--- src/rtl/pmvo_pkg.sv ---
// Shared types and constants for the Prim visit order unit.
// Used by pmvo_core and the top level; depends on nothing else.
`default_nettype none

package pmvo_pkg;

  // Fixed widths of the port fields.
  localparam int VERTEX_W   = 4;
  localparam int WEIGHT_W   = 16;
  localparam int COUNT_W    = 5;
  localparam int CFG_DATA_W = 5;
  localparam int CFG_IDX_W  = 1;

  // Reset values of the configuration registers.
  localparam logic [VERTEX_W-1:0] START_VERTEX_RST = '0;
  localparam logic [COUNT_W-1:0]  VERTEX_COUNT_RST = 5'd16;

  typedef enum logic [CFG_IDX_W-1:0] {
    CFG_START_VERTEX = 1'b0,
    CFG_VERTEX_COUNT = 1'b1
  } cfg_index_e;

  typedef enum logic {
    OP_WRITE = 1'b0,
    OP_RUN   = 1'b1
  } opcode_e;

  // One result word offered by the sequencer to the output register.
  typedef struct packed {
    logic                valid;
    logic [VERTEX_W-1:0] vertex;
    logic [WEIGHT_W-1:0] key_weight;
    logic                last;
  } push_t;

endpackage

`default_nettype wire

--- src/rtl/pmvo_wmem.sv ---
// Weight matrix memory: one write port, one read port with registered data.
// Uses no package items.
`default_nettype none

module pmvo_wmem #(
  parameter int MAX_VERTICES = 16,
  parameter int WEIGHT_BITS  = 16
) (
  input  wire logic                            clk_i,
  input  wire logic                            we_i,
  input  wire logic [$clog2(MAX_VERTICES)-1:0] wr_row_i,
  input  wire logic [$clog2(MAX_VERTICES)-1:0] wr_col_i,
  input  wire logic [WEIGHT_BITS-1:0]          wr_data_i,
  input  wire logic                            rd_en_i,
  input  wire logic [$clog2(MAX_VERTICES)-1:0] rd_row_i,
  input  wire logic [$clog2(MAX_VERTICES)-1:0] rd_col_i,
  output logic      [WEIGHT_BITS-1:0]          rd_data_o
);

  logic [WEIGHT_BITS-1:0] mem_q [MAX_VERTICES][MAX_VERTICES];
  logic [WEIGHT_BITS-1:0] rd_data_q;

  always_ff @(posedge clk_i) begin
    if (we_i) begin
      mem_q[wr_row_i][wr_col_i] <= wr_data_i;
    end
  end

  always_ff @(posedge clk_i) begin
    if (rd_en_i) begin
      rd_data_q <= mem_q[rd_row_i][rd_col_i];
    end
  end

  assign rd_data_o = rd_data_q;

endmodule

`default_nettype wire

--- src/rtl/pmvo_core.sv ---
// Run sequencer: key file, visited marks and the one shared comparator
// that serves both the minimum scan and the relaxation pass. Uses pmvo_pkg.
`default_nettype none

module pmvo_core #(
  parameter int MAX_VERTICES = 16,
  parameter int WEIGHT_BITS  = 16
) (
  input  wire logic                            clk_i,
  input  wire logic                            rst_ni,
  input  wire logic                            start_i,
  input  wire logic [pmvo_pkg::VERTEX_W-1:0]   start_vertex_i,
  input  wire logic [pmvo_pkg::COUNT_W-1:0]    vertex_count_i,
  output logic                                 busy_o,
  output logic                                 rd_en_o,
  output logic      [$clog2(MAX_VERTICES)-1:0] rd_row_o,
  output logic      [$clog2(MAX_VERTICES)-1:0] rd_col_o,
  input  wire logic [WEIGHT_BITS-1:0]          rd_data_i,
  output pmvo_pkg::push_t                      push_o,
  input  wire logic                            push_ready_i
);
  import pmvo_pkg::*;

  localparam int VIDX_W = $clog2(MAX_VERTICES);
  localparam int CNT_W  = $clog2(MAX_VERTICES + 1);
  localparam logic [WEIGHT_BITS-1:0] NO_EDGE = '1;

  typedef enum logic [5:0] {
    ST_IDLE   = 6'b000001,
    ST_SCAN   = 6'b000010,
    ST_DECIDE = 6'b000100,
    ST_PUSH   = 6'b001000,
    ST_ADD    = 6'b010000,
    ST_RELAX  = 6'b100000
  } state_e;

  state_e                 state_q, state_d;
  logic [CNT_W-1:0]       cnt_q, cnt_d;
  logic [VIDX_W-1:0]      vd_q, vd_d;
  logic                   rv_q, rv_d;
  logic                   found_q, found_d;
  logic                   go_q, go_d;
  logic                   pend_valid_q, pend_valid_d;
  logic [MAX_VERTICES-1:0] visited_q, visited_d;
  logic [VIDX_W-1:0]      best_idx_q, best_idx_d;
  logic [WEIGHT_BITS-1:0] best_key_q, best_key_d;
  logic [VIDX_W-1:0]      pend_idx_q, pend_idx_d;
  logic [WEIGHT_BITS-1:0] pend_key_q, pend_key_d;
  logic [WEIGHT_BITS-1:0] key_q [MAX_VERTICES];
  logic [WEIGHT_BITS-1:0] key_d [MAX_VERTICES];

  logic [CNT_W-1:0]       nv;
  logic [VIDX_W-1:0]      cur_idx;
  logic [VIDX_W-1:0]      key_idx;
  logic [WEIGHT_BITS-1:0] key_rd;
  logic [WEIGHT_BITS-1:0] cmp_a, cmp_b;
  logic                   lt;
  logic                   cnt_live;
  logic                   relax;
  logic                   push_valid;

  // Counts above the storage size saturate.
  always_comb begin
    if (32'(vertex_count_i) > MAX_VERTICES) begin
      nv = CNT_W'(MAX_VERTICES);
    end else begin
      nv = CNT_W'(vertex_count_i);
    end
  end

  assign relax    = (state_q == ST_RELAX);
  assign cur_idx  = cnt_q[VIDX_W-1:0];
  assign cnt_live = (cnt_q < nv);
  assign key_idx  = relax ? vd_q : cur_idx;
  assign key_rd   = key_q[key_idx];

  // The shared comparator: candidate key against the running minimum while
  // scanning, matrix weight against the stored key while relaxing.
  assign cmp_a = relax ? rd_data_i : key_rd;
  assign cmp_b = relax ? key_rd : best_key_q;
  assign lt    = (cmp_a < cmp_b);

  always_comb begin
    state_d      = state_q;
    cnt_d        = cnt_q;
    vd_d         = vd_q;
    rv_d         = rv_q;
    found_d      = found_q;
    go_d         = go_q;
    pend_valid_d = pend_valid_q;
    visited_d    = visited_q;
    best_idx_d   = best_idx_q;
    best_key_d   = best_key_q;
    pend_idx_d   = pend_idx_q;
    pend_key_d   = pend_key_q;
    key_d        = key_q;
    rd_en_o      = 1'b0;
    push_valid   = 1'b0;

    unique case (state_q)
      ST_IDLE: begin
        if (start_i) begin
          visited_d = '0;
          for (int k = 0; k < MAX_VERTICES; k++) begin
            key_d[k] = NO_EDGE;
          end
          if (32'(start_vertex_i) < 32'(nv)) begin
            key_d[VIDX_W'(start_vertex_i)] = '0;
          end
          pend_valid_d = 1'b0;
          cnt_d        = '0;
          found_d      = 1'b0;
          state_d      = ST_SCAN;
        end
      end
      ST_SCAN: begin
        if (cnt_live) begin
          if (!visited_q[cur_idx] && (!found_q || lt)) begin
            best_idx_d = cur_idx;
            best_key_d = key_rd;
            found_d    = 1'b1;
          end
          cnt_d = cnt_q + CNT_W'(1);
        end else begin
          state_d = ST_DECIDE;
        end
      end
      ST_DECIDE: begin
        go_d = found_q && (best_key_q != NO_EDGE);
        if (pend_valid_q) begin
          state_d = ST_PUSH;
        end else if (found_q && (best_key_q != NO_EDGE)) begin
          state_d = ST_ADD;
        end else begin
          state_d = ST_IDLE;
        end
      end
      ST_PUSH: begin
        // The held vertex learns whether it is the last one only now.
        push_valid = 1'b1;
        if (push_ready_i) begin
          pend_valid_d = 1'b0;
          state_d      = go_q ? ST_ADD : ST_IDLE;
        end
      end
      ST_ADD: begin
        pend_valid_d         = 1'b1;
        pend_idx_d           = best_idx_q;
        pend_key_d           = best_key_q;
        visited_d[best_idx_q] = 1'b1;
        cnt_d                = '0;
        rv_d                 = 1'b0;
        state_d              = ST_RELAX;
      end
      ST_RELAX: begin
        // Read of column cnt is issued here; its weight is compared in the next cycle
        // against the key of the same column.
        rd_en_o = cnt_live;
        rv_d    = cnt_live;
        vd_d    = cur_idx;
        if (cnt_live) begin
          cnt_d = cnt_q + CNT_W'(1);
        end
        if (rv_q && !visited_q[vd_q] && lt) begin
          key_d[vd_q] = rd_data_i;
        end
        if (!cnt_live && !rv_q) begin
          cnt_d   = '0;
          found_d = 1'b0;
          state_d = ST_SCAN;
        end
      end
      default: begin
        state_d = ST_IDLE;
      end
    endcase
  end

  always_ff @(posedge clk_i or negedge rst_ni) begin
    if (!rst_ni) begin
      state_q      <= ST_IDLE;
      cnt_q        <= '0;
      rv_q         <= 1'b0;
      found_q      <= 1'b0;
      go_q         <= 1'b0;
      pend_valid_q <= 1'b0;
      visited_q    <= '0;
    end else begin
      state_q      <= state_d;
      cnt_q        <= cnt_d;
      rv_q         <= rv_d;
      found_q      <= found_d;
      go_q         <= go_d;
      pend_valid_q <= pend_valid_d;
      visited_q    <= visited_d;
    end
  end

  always_ff @(posedge clk_i) begin
    vd_q       <= vd_d;
    best_idx_q <= best_idx_d;
    best_key_q <= best_key_d;
    pend_idx_q <= pend_idx_d;
    pend_key_q <= pend_key_d;
    key_q      <= key_d;
  end

  assign busy_o            = (state_q != ST_IDLE);
  assign rd_row_o          = best_idx_q;
  assign rd_col_o          = cur_idx;
  assign push_o.valid      = push_valid;
  assign push_o.vertex     = VERTEX_W'(pend_idx_q);
  assign push_o.key_weight = WEIGHT_W'(pend_key_q);
  assign push_o.last       = !go_q;

  a_push_has_pending: assert property (@(posedge clk_i) disable iff (!rst_ni)
    push_o.valid |-> pend_valid_q)
    else $error("result offered with no vertex held");

  // Marks of a finished run linger until the next run, when the count may
  // already have been rewritten.
  a_visited_bounded: assert property (@(posedge clk_i) disable iff (!rst_ni)
    busy_o |-> ($countones(visited_q) <= 32'(nv)))
    else $error("more vertices visited than are active");

  a_add_marks: assert property (@(posedge clk_i) disable iff (!rst_ni)
    (state_q == ST_ADD) |=> visited_q[$past(best_idx_q)])
    else $error("added vertex not marked visited");

  a_best_unvisited: assert property (@(posedge clk_i) disable iff (!rst_ni)
    (state_q == ST_DECIDE && found_q) |-> !visited_q[best_idx_q])
    else $error("scan picked a visited vertex");

endmodule

`default_nettype wire

--- src/rtl/prim_mst_visit_order_unit.sv ---
// Top level of the Prim visit order unit: configuration registers, input
// decode and the output register. Uses pmvo_pkg, pmvo_wmem and pmvo_core.
//
// Usage:
// - Input channel (in_valid_i / in_stall_o): a word with opcode write stores
//   one matrix weight. A word with opcode run starts a spanning tree run;
//   in_stall_o stays high until the run ends.
// - Output channel (out_valid_o / out_stall_i): one word per vertex taken,
//   in visit order, with last_o set on the final one. A run that takes no
//   vertex gives no word.
// - Steps: each taken vertex costs a scan through the single key comparator,
//   a decide step, the hand-off of the previous word (not for the first
//   vertex), a mark step, then a relaxation pass through the one matrix read
//   port; the run closes with a last scan and the hand-off of the final word.
// - The output word sits in a register, so the sequencer keeps working on
//   the next vertex while the receiver stalls; it pauses only when a second
//   word is ready and the register is still full.
// - Reset clears all control state and sets start_vertex to 0 and
//   vertex_count to 16. The weight matrix is not cleared.
// - The user must write configuration through cfg_we_i while no run is active; the block does not enforce it.
`default_nettype none

module prim_mst_visit_order_unit #(
  parameter int MAX_VERTICES = 16,
  parameter int WEIGHT_BITS  = 16
) (
  input  wire logic                            clk_i,
  input  wire logic                            rst_ni,
  input  wire logic                            in_valid_i,
  output logic                                 in_stall_o,
  input  wire logic                            opcode_i,
  input  wire logic [pmvo_pkg::VERTEX_W-1:0]   row_i,
  input  wire logic [pmvo_pkg::VERTEX_W-1:0]   col_i,
  input  wire logic [pmvo_pkg::WEIGHT_W-1:0]   weight_i,
  output logic                                 out_valid_o,
  input  wire logic                            out_stall_i,
  output logic      [pmvo_pkg::VERTEX_W-1:0]   vertex_o,
  output logic      [pmvo_pkg::WEIGHT_W-1:0]   key_weight_o,
  output logic                                 last_o,
  input  wire logic                            cfg_we_i,
  input  wire logic [pmvo_pkg::CFG_IDX_W-1:0]  cfg_index_i,
  input  wire logic [pmvo_pkg::CFG_DATA_W-1:0] cfg_data_i
);
  import pmvo_pkg::*;

  localparam int VIDX_W = $clog2(MAX_VERTICES);

  logic [VERTEX_W-1:0] start_vertex_q;
  logic [COUNT_W-1:0]  vertex_count_q;

  logic                   in_accept;
  logic                   wr_en;
  logic                   busy;
  logic                   rd_en;
  logic [VIDX_W-1:0]      rd_row, rd_col;
  logic [WEIGHT_BITS-1:0] rd_data;
  push_t                  push;
  logic                   push_ready;

  logic                   out_valid_q, out_valid_d;
  logic [VERTEX_W-1:0]    vertex_q;
  logic [WEIGHT_W-1:0]    key_weight_q;
  logic                   last_q;

  always_ff @(posedge clk_i or negedge rst_ni) begin
    if (!rst_ni) begin
      start_vertex_q <= START_VERTEX_RST;
      vertex_count_q <= VERTEX_COUNT_RST;
    end else if (cfg_we_i) begin
      unique case (cfg_index_i)
        CFG_START_VERTEX: start_vertex_q <= cfg_data_i[VERTEX_W-1:0];
        CFG_VERTEX_COUNT: vertex_count_q <= cfg_data_i[COUNT_W-1:0];
        default: begin
        end
      endcase
    end
  end

  assign in_stall_o = busy;
  assign in_accept  = in_valid_i && !busy;

  // Positions outside the stored matrix are dropped.
  assign wr_en = in_accept && (opcode_i == OP_WRITE) &&
                 (32'(row_i) < MAX_VERTICES) && (32'(col_i) < MAX_VERTICES);

  pmvo_wmem #(
    .MAX_VERTICES (MAX_VERTICES),
    .WEIGHT_BITS  (WEIGHT_BITS)
  ) u_wmem (
    .clk_i     (clk_i),
    .we_i      (wr_en),
    .wr_row_i  (VIDX_W'(row_i)),
    .wr_col_i  (VIDX_W'(col_i)),
    .wr_data_i (WEIGHT_BITS'(weight_i)),
    .rd_en_i   (rd_en),
    .rd_row_i  (rd_row),
    .rd_col_i  (rd_col),
    .rd_data_o (rd_data)
  );

  pmvo_core #(
    .MAX_VERTICES (MAX_VERTICES),
    .WEIGHT_BITS  (WEIGHT_BITS)
  ) u_core (
    .clk_i          (clk_i),
    .rst_ni         (rst_ni),
    .start_i        (in_accept && (opcode_i == OP_RUN)),
    .start_vertex_i (start_vertex_q),
    .vertex_count_i (vertex_count_q),
    .busy_o         (busy),
    .rd_en_o        (rd_en),
    .rd_row_o       (rd_row),
    .rd_col_o       (rd_col),
    .rd_data_i      (rd_data),
    .push_o         (push),
    .push_ready_i   (push_ready)
  );

  // The output register takes a new word when empty or being drained.
  assign push_ready = !out_valid_q || !out_stall_i;

  always_comb begin
    if (push.valid && push_ready) begin
      out_valid_d = 1'b1;
    end else if (!out_stall_i) begin
      out_valid_d = 1'b0;
    end else begin
      out_valid_d = out_valid_q;
    end
  end

  always_ff @(posedge clk_i or negedge rst_ni) begin
    if (!rst_ni) begin
      out_valid_q <= 1'b0;
    end else begin
      out_valid_q <= out_valid_d;
    end
  end

  always_ff @(posedge clk_i) begin
    if (push.valid && push_ready) begin
      vertex_q     <= push.vertex;
      key_weight_q <= push.key_weight;
      last_q       <= push.last;
    end
  end

  assign out_valid_o  = out_valid_q;
  assign vertex_o     = vertex_q;
  assign key_weight_o = key_weight_q;
  assign last_o       = last_q;

endmodule

`default_nettype wire
--- config.mk ---
export PLATFORM = sky130hd
export DESIGN_NAME = prim_mst_visit_order_unit
export DESIGN_NICKNAME = d
export VERILOG_FILES = /design/src/rtl/pmvo_pkg.sv /design/src/rtl/pmvo_wmem.sv /design/src/rtl/pmvo_core.sv /design/src/rtl/prim_mst_visit_order_unit.sv
export SDC_FILE = /design/constraint.sdc
export NUM_CORES = 2
export LEC_CHECK = 0
export BUFFER_PORTS_ARGS = -buffer_cell sky130_fd_sc_hd__buf_2
export CAP_MARGIN = 5
export CORE_MARGIN = 5
export CORE_UTILIZATION = 40
export CTS_CLUSTER_SIZE = 24
export DETAILED_ROUTE_END_ITERATION = 10
export HOLD_SLACK_MARGIN = 0.03
export PLACE_DENSITY_LB_ADDON = 0.3
export SKIP_CTS_REPAIR_TIMING = 1
export SLEW_MARGIN = 20
export SYNTH_ARGS = -nofsm -noshare
export SYNTH_HDL_FRONTEND = slang
export SYNTH_SLANG_ARGS = --single-unit
--- constraint.sdc ---
create_clock -name clk_i -period 8.7 [get_ports clk_i]
set_input_delay 0.435 -clock clk_i [delete_from_list [all_inputs] [get_ports clk_i]]
set_output_delay 0.435 -clock clk_i [all_outputs]
set_load 0.01 [all_outputs]
== After elaboration in Yosys (flattened, before gate mapping) ==
Memory sizes are Yosys's and may differ from the RTL's. A register that Yosys moved wholly into a read port is not among the register bits.
Index checks and enable logic that the tools add are counted.

* Muxes and demuxes: 56
* Eq/ne operators: 16
* Magnitude comparators: 16
* Reductions and logical operators: 39
* Bitwise operators: 9
* Add/sub/neg operators: 1

{| class="wikitable"
|+ Operators with widths
! operator !! count
|-
| 2-to-1 mux 256 bit || 4
|-
| one-hot mux 256 bit (2 select lines) || 1
|-
| bitwise mux 256 bit || 1
|-
| NOT 256 bit || 1
|-
| demux 16 bit (select 4 bit) || 3
|-
| 2-to-1 mux 16 bit || 10
|-
| binary-select mux 16 bit (select 4 bit) || 2
|-
| one-hot mux 6 bit (6 select lines) || 1
|-
| one-hot mux 16 bit (2 select lines) || 1
|-
| 2-to-1 mux 5 bit || 6
|-
| 2-to-1 mux 6 bit || 5
|-
| greater-or-equal comparator 5 bit, second input constant || 5
|-
| NOT 4 -> 5 bit || 5
|-
| one-hot mux 5 bit (4 select lines) || 1
|-
| < comparator 16 bit || 1
|-
| inequality test 16 bit, second input constant || 1
|-
| bitwise OR 16 bit || 1
|-
| < comparator 4 x 5 -> 1 bit, second input constant || 3
|-
| < comparator 5 x 1 -> 1 bit, second input constant || 3
|-
| logical AND 1 bit || 13
|-
| 2-to-1 mux 1 bit || 13
|-
| logical NOT 1 bit || 9
|-
| AND reduction 3 bit || 3
|-
| binary-select mux 1 bit (select 4 bit) || 2
|-
| 26 further kinds || 42
|}

* Output and inout bits: 23
* RAM bits: 4096
* Register bits: 378
* Memories: 1

{| class="wikitable"
|+ Memory list
! name !! depth !! bits a word !! read ports !! clocked after Yosys merged registers in !! wr ports !! RTL line !! RTL
|-
| u_wmem.mem_q || 16 || 256 || 1 || 1 || 1 || pmvo_wmem.sv:20 || <nowiki>logic [WEIGHT_BITS-1:0] mem_q [MAX_VERTICES][MAX_VERTICES];</nowiki>
|}

== Longest topological paths before layout ==
* Depth in word-level cells: 13
* Mapped depth: 22
* Depth with buffers taken out: 19

== By module ==
Synthesis repeated with hierarchy kept, for this count alone.

* Cell total of the unflattened synthesis: 8624
* Area, all modules: 176196.5 sq um

{| class="wikitable"
|+ Modules (own cells, without submodules)
! module !! cells an instance !! area an instance (sq um) !! times used
|-
| pmvo_wmem || 7394 || 159208.9 || 1
|-
| pmvo_core || 1183 || 15927.8 || 1
|-
| prim_mst_visit_order_unit || 47 || 1059.8 || 1
|}

== Worst setup path before layout ==
OpenSTA, ideal clock, no wires.

* Path type: register to register
* Start point: register u_core.state_q[2]
* End point: register u_core.best_key_q[0] (enable)
* Setup time: 0.428 ns
* Slack: 2.646 ns
* Arrival time: 5.625 ns
* Path buffers: 3
* Cell stages (with the launch flop): 22
* Cell sequence: dfrtp_1 buf_4 or4b_4 o21ai_2 and2_1 buf_6 buf_4 mux4_2 and2_1 a211oi_1 a31oi_1 nand2_1 nand2_1 ha_1 a21o_1 a21o_1 a21oi_1 nor2b_1 o21ai_0 o2bb2ai_1 a21oi_1 a211oi_1

* Longest elaborated chain between the ends: 11
* Elaborated cells on any way between the ends: 13
* Those cells by class: order compare (1); eq/ne (2); mux (6); bitwise (1); reduce/logical (3)

{| class="wikitable"
|+ RTL lines
! item !! RTL line !! RTL
|-
| from (decl) || pmvo_core.sv:37 || <nowiki>state_e state_q, state_d;</nowiki>
|-
| from (signal assigned) || pmvo_core.sv:189 || <nowiki>state_q <= state_d;</nowiki>
|-
| == test 6 bit (*) || pmvo_core.sv:71 || <nowiki>assign relax = (state_q == ST_RELAX);</nowiki>
|-
| 2-to-1 mux 4 bit (*) || pmvo_core.sv:74 || <nowiki>assign key_idx = relax ? vd_q : cur_idx;</nowiki>
|-
| NOT 4 -> 5 bit (implied by the code) (*) || pmvo_core.sv:75 || <nowiki>assign key_rd = key_q[key_idx];</nowiki>
|-
| binary-select mux 16 bit (select 4 bit) (*) || pmvo_core.sv:75 ||
|-
| 2-to-1 mux 16 bit (implied by the code) (*) (2 in series) || pmvo_core.sv:75 ||
|-
| named net u_core.key_rd[9] || pmvo_core.sv:55 || <nowiki>logic [WEIGHT_BITS-1:0] key_rd;</nowiki>
|-
| 2-to-1 mux 16 bit (on tied branches) || pmvo_core.sv:79, pmvo_core.sv:80 ||
|-
| < comparator 16 bit (*) || pmvo_core.sv:81 || <nowiki>assign lt = (cmp_a < cmp_b);</nowiki>
|-
| logical OR 1 bit (*) || pmvo_core.sv:118 || <nowiki>if (!visited_q[cur_idx] && (!found_q || lt)) begin</nowiki>
|-
| logical AND 1 bit (*) || pmvo_core.sv:118 ||
|-
| AND reduction 3 bit (no source line) (*) || - ||
|-
| to (signal assigned) || pmvo_core.sv:202 || <nowiki>best_key_q <= best_key_d;</nowiki>
|-
| to (decl) || pmvo_core.sv:46 || <nowiki>logic [WEIGHT_BITS-1:0] best_key_q, best_key_d;</nowiki>
|}

The timed path passes the listed nets; every way through them passes the cells marked *. The select of a mux whose other input is x is not followed.
A chain may end at the register's enable or synchronous reset.

== Final worst setup path ==
* Start point: register u_core.state_q[2]
* End point: register u_core.key_q[38] (netlist bit) (enable)

* Longest elaborated chain between the ends: 11
* Elaborated cells on any way between the ends: 19
* Those cells by class: order compare (1); eq/ne (5); mux (6); bitwise (1); reduce/logical (6)

{| class="wikitable"
|+ RTL lines
! item !! RTL line !! RTL
|-
| == test 6 bit (*) || pmvo_core.sv:71 ||
|-
| 2-to-1 mux 4 bit (*) || pmvo_core.sv:74 ||
|-
| NOT 4 -> 5 bit (implied by the code) (*) || pmvo_core.sv:75 ||
|-
| binary-select mux 16 bit (select 4 bit) (*) || pmvo_core.sv:75 ||
|-
| 2-to-1 mux 16 bit (implied by the code) (*) (2 in series) || pmvo_core.sv:75 ||
|-
| named net u_core.key_rd[9] || pmvo_core.sv:55 ||
|-
| 2-to-1 mux 16 bit (on tied branches) || pmvo_core.sv:79, pmvo_core.sv:80 ||
|-
| < comparator 16 bit (*) || pmvo_core.sv:81 ||
|-
| logical AND 1 bit (*) || pmvo_core.sv:164 || <nowiki>if (rv_q && !visited_q[vd_q] && lt) begin</nowiki>
|-
| inequality test 2 bit (no source line) (*) || - ||
|-
| AND reduction 3 bit (no source line) (*) || - ||
|-
| to (signal assigned) || pmvo_core.sv:205 || <nowiki>key_q <= key_d;</nowiki>
|-
| to (decl) || pmvo_core.sv:49 || <nowiki>logic [WEIGHT_BITS-1:0] key_q [MAX_VERTICES];</nowiki>
|}

Marks and branches as above.

==> reports/qor.yml <==
power_and_ir_drop:
  p_leak_nw: 59.8
  fin_total_pwr_mw: 55.3
  peakVddDrop_mv: 0.278
  p_per_area_mw_per_mm2: 281
floorplan:
  die_h_um: 669
  initial_standard_cell_utilization_of_the_core_pct: 40.0
  die_w_um: 669
  io_pins: 59
  core_mm2: 0.434
  rows: 242
  dieArea_mm2: 0.447
timing:
  fin_skew_ns: 0.0556
  setup-violations-final: 0
  max_freq_mhz: 150
  final_max_slew_viol_count: 0
  fin_setup_tns_ns: 0
  report.final.hold_viol_count: 0
  final_min_period_over_clock_period_pct: 76.6
  max-slew-margin-rel_pct: 26.0
  grt_setup_unrepaired: "false"
  fin_crit_ns: 6.66
  timing_worst_slew_pin_value_ns: 1.11
route:
  avgViaCountPerCell: 5.80
  route.detailed.wl_per_inst_um: 31.6
  drt_iter0_drc: 10400
  antenna_left: 0
  num_vias: 81300
  drc: 0
  number_of_optimization_iterations_in_the_first_detailed_route_pass: 7
  routed_wirelength_um: 443000
placement:
  finalWeightedCongestion: 0.902
  total_half_perimeter_wirelength_after_legalization_and_detailed_placement_um: 261000
  placedCellCount: 13200
  io_buffers: 58
  cell_area_reported_after_detailed_placement_mm2: 0.183
flow_run:
  timing.max_cap.violations: 0
logic_synthesis:
  syn-cell-area_mm2: 0.174
  synth.ff_latch_count: 4478
  syn-num-nets: 7446
  share_of_synthesized_flip_flops_with_an_asynchronous_set_or_reset_pct: 0.916
  synth_top_flop_cell: "sky130_fd_sc_hd__edfxtp_1"
  netlist_instances: 7387
  syn_avg_cell_area_um2: 23.5
  synth_cell_types: 68
  ys_warn_count: 0
  synth_enable_flop_cells: 4433
  yosysSeqAreaShare_pct: 77.3
cts:
  clkSinkCount: 4478
  cts_made_buffers: 446
  cts.reportedPaths.clkPinSlew_ns: 0.06
  clock_tree.htree_level_count: 5
  clock_tree.root_cell: "sky130_fd_sc_hd__clkbuf_16"
  largest_buffer_count_on_any_clock_path: 4
  tritoncts: "built"
  clock_latency_ns: 0.98
grt:
  overflow: 0
  vias_in_the_first_global_route: 81700
  number_of_antenna_violations_at_the_first_check_in_global_routing: 52
  grt_first_pass_wirelength_um: 628000
  grt_start_max_net_pins: 177
  gr_util_all_layers_pct: 19.6
critical_path:
  worstPathCellList: "or4b_4 > o21ai_2 > and2_4 > mux4_2 > and2_1 > a211oi_1 > a31oi_1 > nand2_1 > nand2_1 > ha_1 > a21o_1 > a21o_1 > a21oi_1 > nor2b_1 > o21ai_0 > o2bb2ai_1 > a31oi_4 > a21oi_2"
  cp_num_buf_inv: 0
  critical-path-slowest-cell: "sky130_fd_sc_hd__a21oi_2"
  path_depth: 18
  cp_data_arrival_time_ns: 7.22
  critPathMaxStageDelay_ns: 0.83
  ff2ff_path_depth: 18
  launching_point_of_the_worst_reg2reg_path: "u_core.state_q[2]"
  worstSetupStartpoint: "u_core.state_q[2]"
  required_ns: 9.26
  critPathCaptureType: "flop"
  launching_element_type_of_the_critical_path: "flop"
  timing.setup.critical_path_class: "flop to flop"
  worst_path_dominant_cell_family: "compound AO/OA/AOI/OAI gates"
  critical_path_peak_fanout: 44
worst_hold_path:
  min_path_cells: 3
  hold_path_startpoint: "cfg_index_i"
  hold_path.class: "input port to flop"
finish:
  final_cell_count_no_fill: 14000
  syn_to_final_growth_pct: 13.5
  final_area_mm2: 0.197
  highest_count_cells_in_the_layout_ignoring_fill_and_taps: "4,433 x sky130_fd_sc_hd__edfxtp_1, 1,428 x sky130_fd_sc_hd__mux4_2, 450 x sky130_fd_sc_hd__clkbuf_16, 380 x sky130_fd_sc_hd__buf_4, 286 x sky130_fd_sc_hd__nor2_1"
  multiInputGateArea_mm2: 0.0377
  drive_above_1_share_pct: 31.1
  final_common_cell: "sky130_fd_sc_hd__edfxtp_1"
  n_fill_cell: 35800
  fin_nets: 7953
  post-route-util_pct: 45.5
  seqCellArea_mm2: 0.134
status:
  result_of_the_run: "finished, final reports clean"
-- registers in the layout (all words and copies together) (netlist names), named ones only --
| name | cells |
|---|---|
| u_wmem.mem_q | 4096 |
| u_core.key_q | 256 |
| key_weight_o | 16 |
| u_core.best_key_q | 16 |
| u_core.pend_key_q | 16 |
| u_core.visited_q | 16 |
| u_wmem.rd_data_o | 16 |
| u_core.state_q | 6 |
| u_core.cnt_q | 5 |
| vertex_count_q | 5 |
| start_vertex_q | 4 |
| u_core.pend_idx_q | 4 |
| u_core.rd_row_o | 4 |
| u_core.vd_q | 4 |
| vertex_o | 4 |
| last_o | 1 |
| out_valid_o | 1 |
| u_core.found_q | 1 |
| u_core.go_q | 1 |
| u_core.pend_valid_q | 1 |
| u_core.rv_q | 1 |
-- worst min-delay path, delay by kind of cell --
kind / cells / cell delay, ns
buf+inv: 1 / 0.09
mux: 1 / 0.26
simple gates: 1 / 0.14
-- routing by layer --
layer | share of wire, % | global-route usage, % | vias up
li1 | - | - | 32800
met1 | 40 | 27.6 | 44100
met2 | 49 | 31.5 | 3651
met3 | 7.8 | 3.29 | 693
met4 | 3.2 | 5.82 | 6
met5 | 0.0074 | 0 | -
-- kinds of logic after synthesis --
logic type | synth area share [%]
mux | 18.7
fa+ha+maj | 0.166
simple gates | 1.37
flops | 77.3
buf+inv | 1.04
compound gates | 1.40
xor+xnor | 0.0252
-- path summary, 6_finish.rpt --
| kind | to | slack, ns |
|---|---|---|
| max | u_core.key_q[38] | 2.04 |
| min | start_vertex_q[2] | 0.02 |
| max reg2reg | u_core.key_q[38] | 2.04 |
| min reg2reg | vertex_o[1] | 0.42 |
| max in group asynchronous | u_core.cnt_q[2] | 8.23 |
| min in group asynchronous | vertex_count_q[3] | 0.03 |
-- synth_stat cells (4+ instances only) --
| master | instances | share of area (%) |
|---|---|---|
| sky130_fd_sc_hd__buf_2 | 67 | 0.19 |
| sky130_fd_sc_hd__nor3b_1 | 4 | 0.017 |
| sky130_fd_sc_hd__nand2_1 | 136 | 0.29 |
| sky130_fd_sc_hd__and2_1 | 17 | 0.061 |
| sky130_fd_sc_hd__buf_4 | 6 | 0.026 |
| sky130_fd_sc_hd__nand2b_1 | 4 | 0.014 |
| sky130_fd_sc_hd__clkbuf_1 | 265 | 0.57 |
| sky130_fd_sc_hd__nand3b_1 | 5 | 0.022 |
| sky130_fd_sc_hd__mux4_2 | 1428 | 19 |
| sky130_fd_sc_hd__inv_1 | 18 | 0.039 |
| sky130_fd_sc_hd__nand4_1 | 12 | 0.043 |
| sky130_fd_sc_hd__ha_1 | 23 | 0.17 |
| sky130_fd_sc_hd__a21oi_2 | 10 | 0.050 |
| sky130_fd_sc_hd__o311ai_0 | 4 | 0.020 |
| sky130_fd_sc_hd__nor2_1 | 306 | 0.66 |
| sky130_fd_sc_hd__mux2_2 | 10 | 0.065 |
| sky130_fd_sc_hd__a21oi_1 | 37 | 0.11 |
| sky130_fd_sc_hd__mux2i_1 | 17 | 0.098 |
| sky130_fd_sc_hd__buf_6 | 4 | 0.026 |
| sky130_fd_sc_hd__a32o_1 | 5 | 0.029 |
| sky130_fd_sc_hd__a21o_1 | 10 | 0.043 |
| sky130_fd_sc_hd__o22ai_1 | 4 | 0.014 |
| sky130_fd_sc_hd__a31oi_1 | 18 | 0.065 |
| sky130_fd_sc_hd__dfxtp_1 | 4 | 0.046 |
| sky130_fd_sc_hd__nand3_1 | 27 | 0.078 |
| sky130_fd_sc_hd__edfxtp_1 | 4433 | 77 |
| sky130_fd_sc_hd__o21ai_0 | 288 | 0.83 |
| sky130_fd_sc_hd__nor3_1 | 12 | 0.035 |
| sky130_fd_sc_hd__a211oi_1 | 18 | 0.078 |
| sky130_fd_sc_hd__a221o_1 | 5 | 0.029 |
| sky130_fd_sc_hd__buf_1 | 86 | 0.19 |
| sky130_fd_sc_hd__nor2b_1 | 14 | 0.050 |
| sky130_fd_sc_hd__dfrtp_1 | 39 | 0.56 |
-- per-stage QoR --
| stage | hold slack (ns) | setup slack [ns] |
|---|---|---|
| 6_report | 0.0165 | 2.04 |
| 5_1_grt | 0.0344 | 1.56 |
| 4_1_cts | -0.390 | 2.02 |
| 3_5_place_dp | 0.408 | 2.04 |
| 3_3_place_gp | 0.411 | 2.02 |
| 2_1_floorplan | 0.139 | 2.65 |
-- power by group --
part           internal (mW)  switching (mW)
Combinational           5.93            6.91
Clock                   10.2            8.05
Sequential              23.9           0.243
Total                   40.1            15.2
-- area by class of cell --
cell class                      instances  share of cell area, %
Antenna cell                           18                 0.0229
Clock buffer                          567                   5.94
Clock inverter                        253                   1.06
Inverter                               19                 0.0375
Multi-Input combinational cell       2462                   19.1
Sequential cell                      4478                   68.1
Tap cell                             5734                   3.64
Timing Repair Buffer                  487                   2.06
Power figures use the tool's default switching activity.
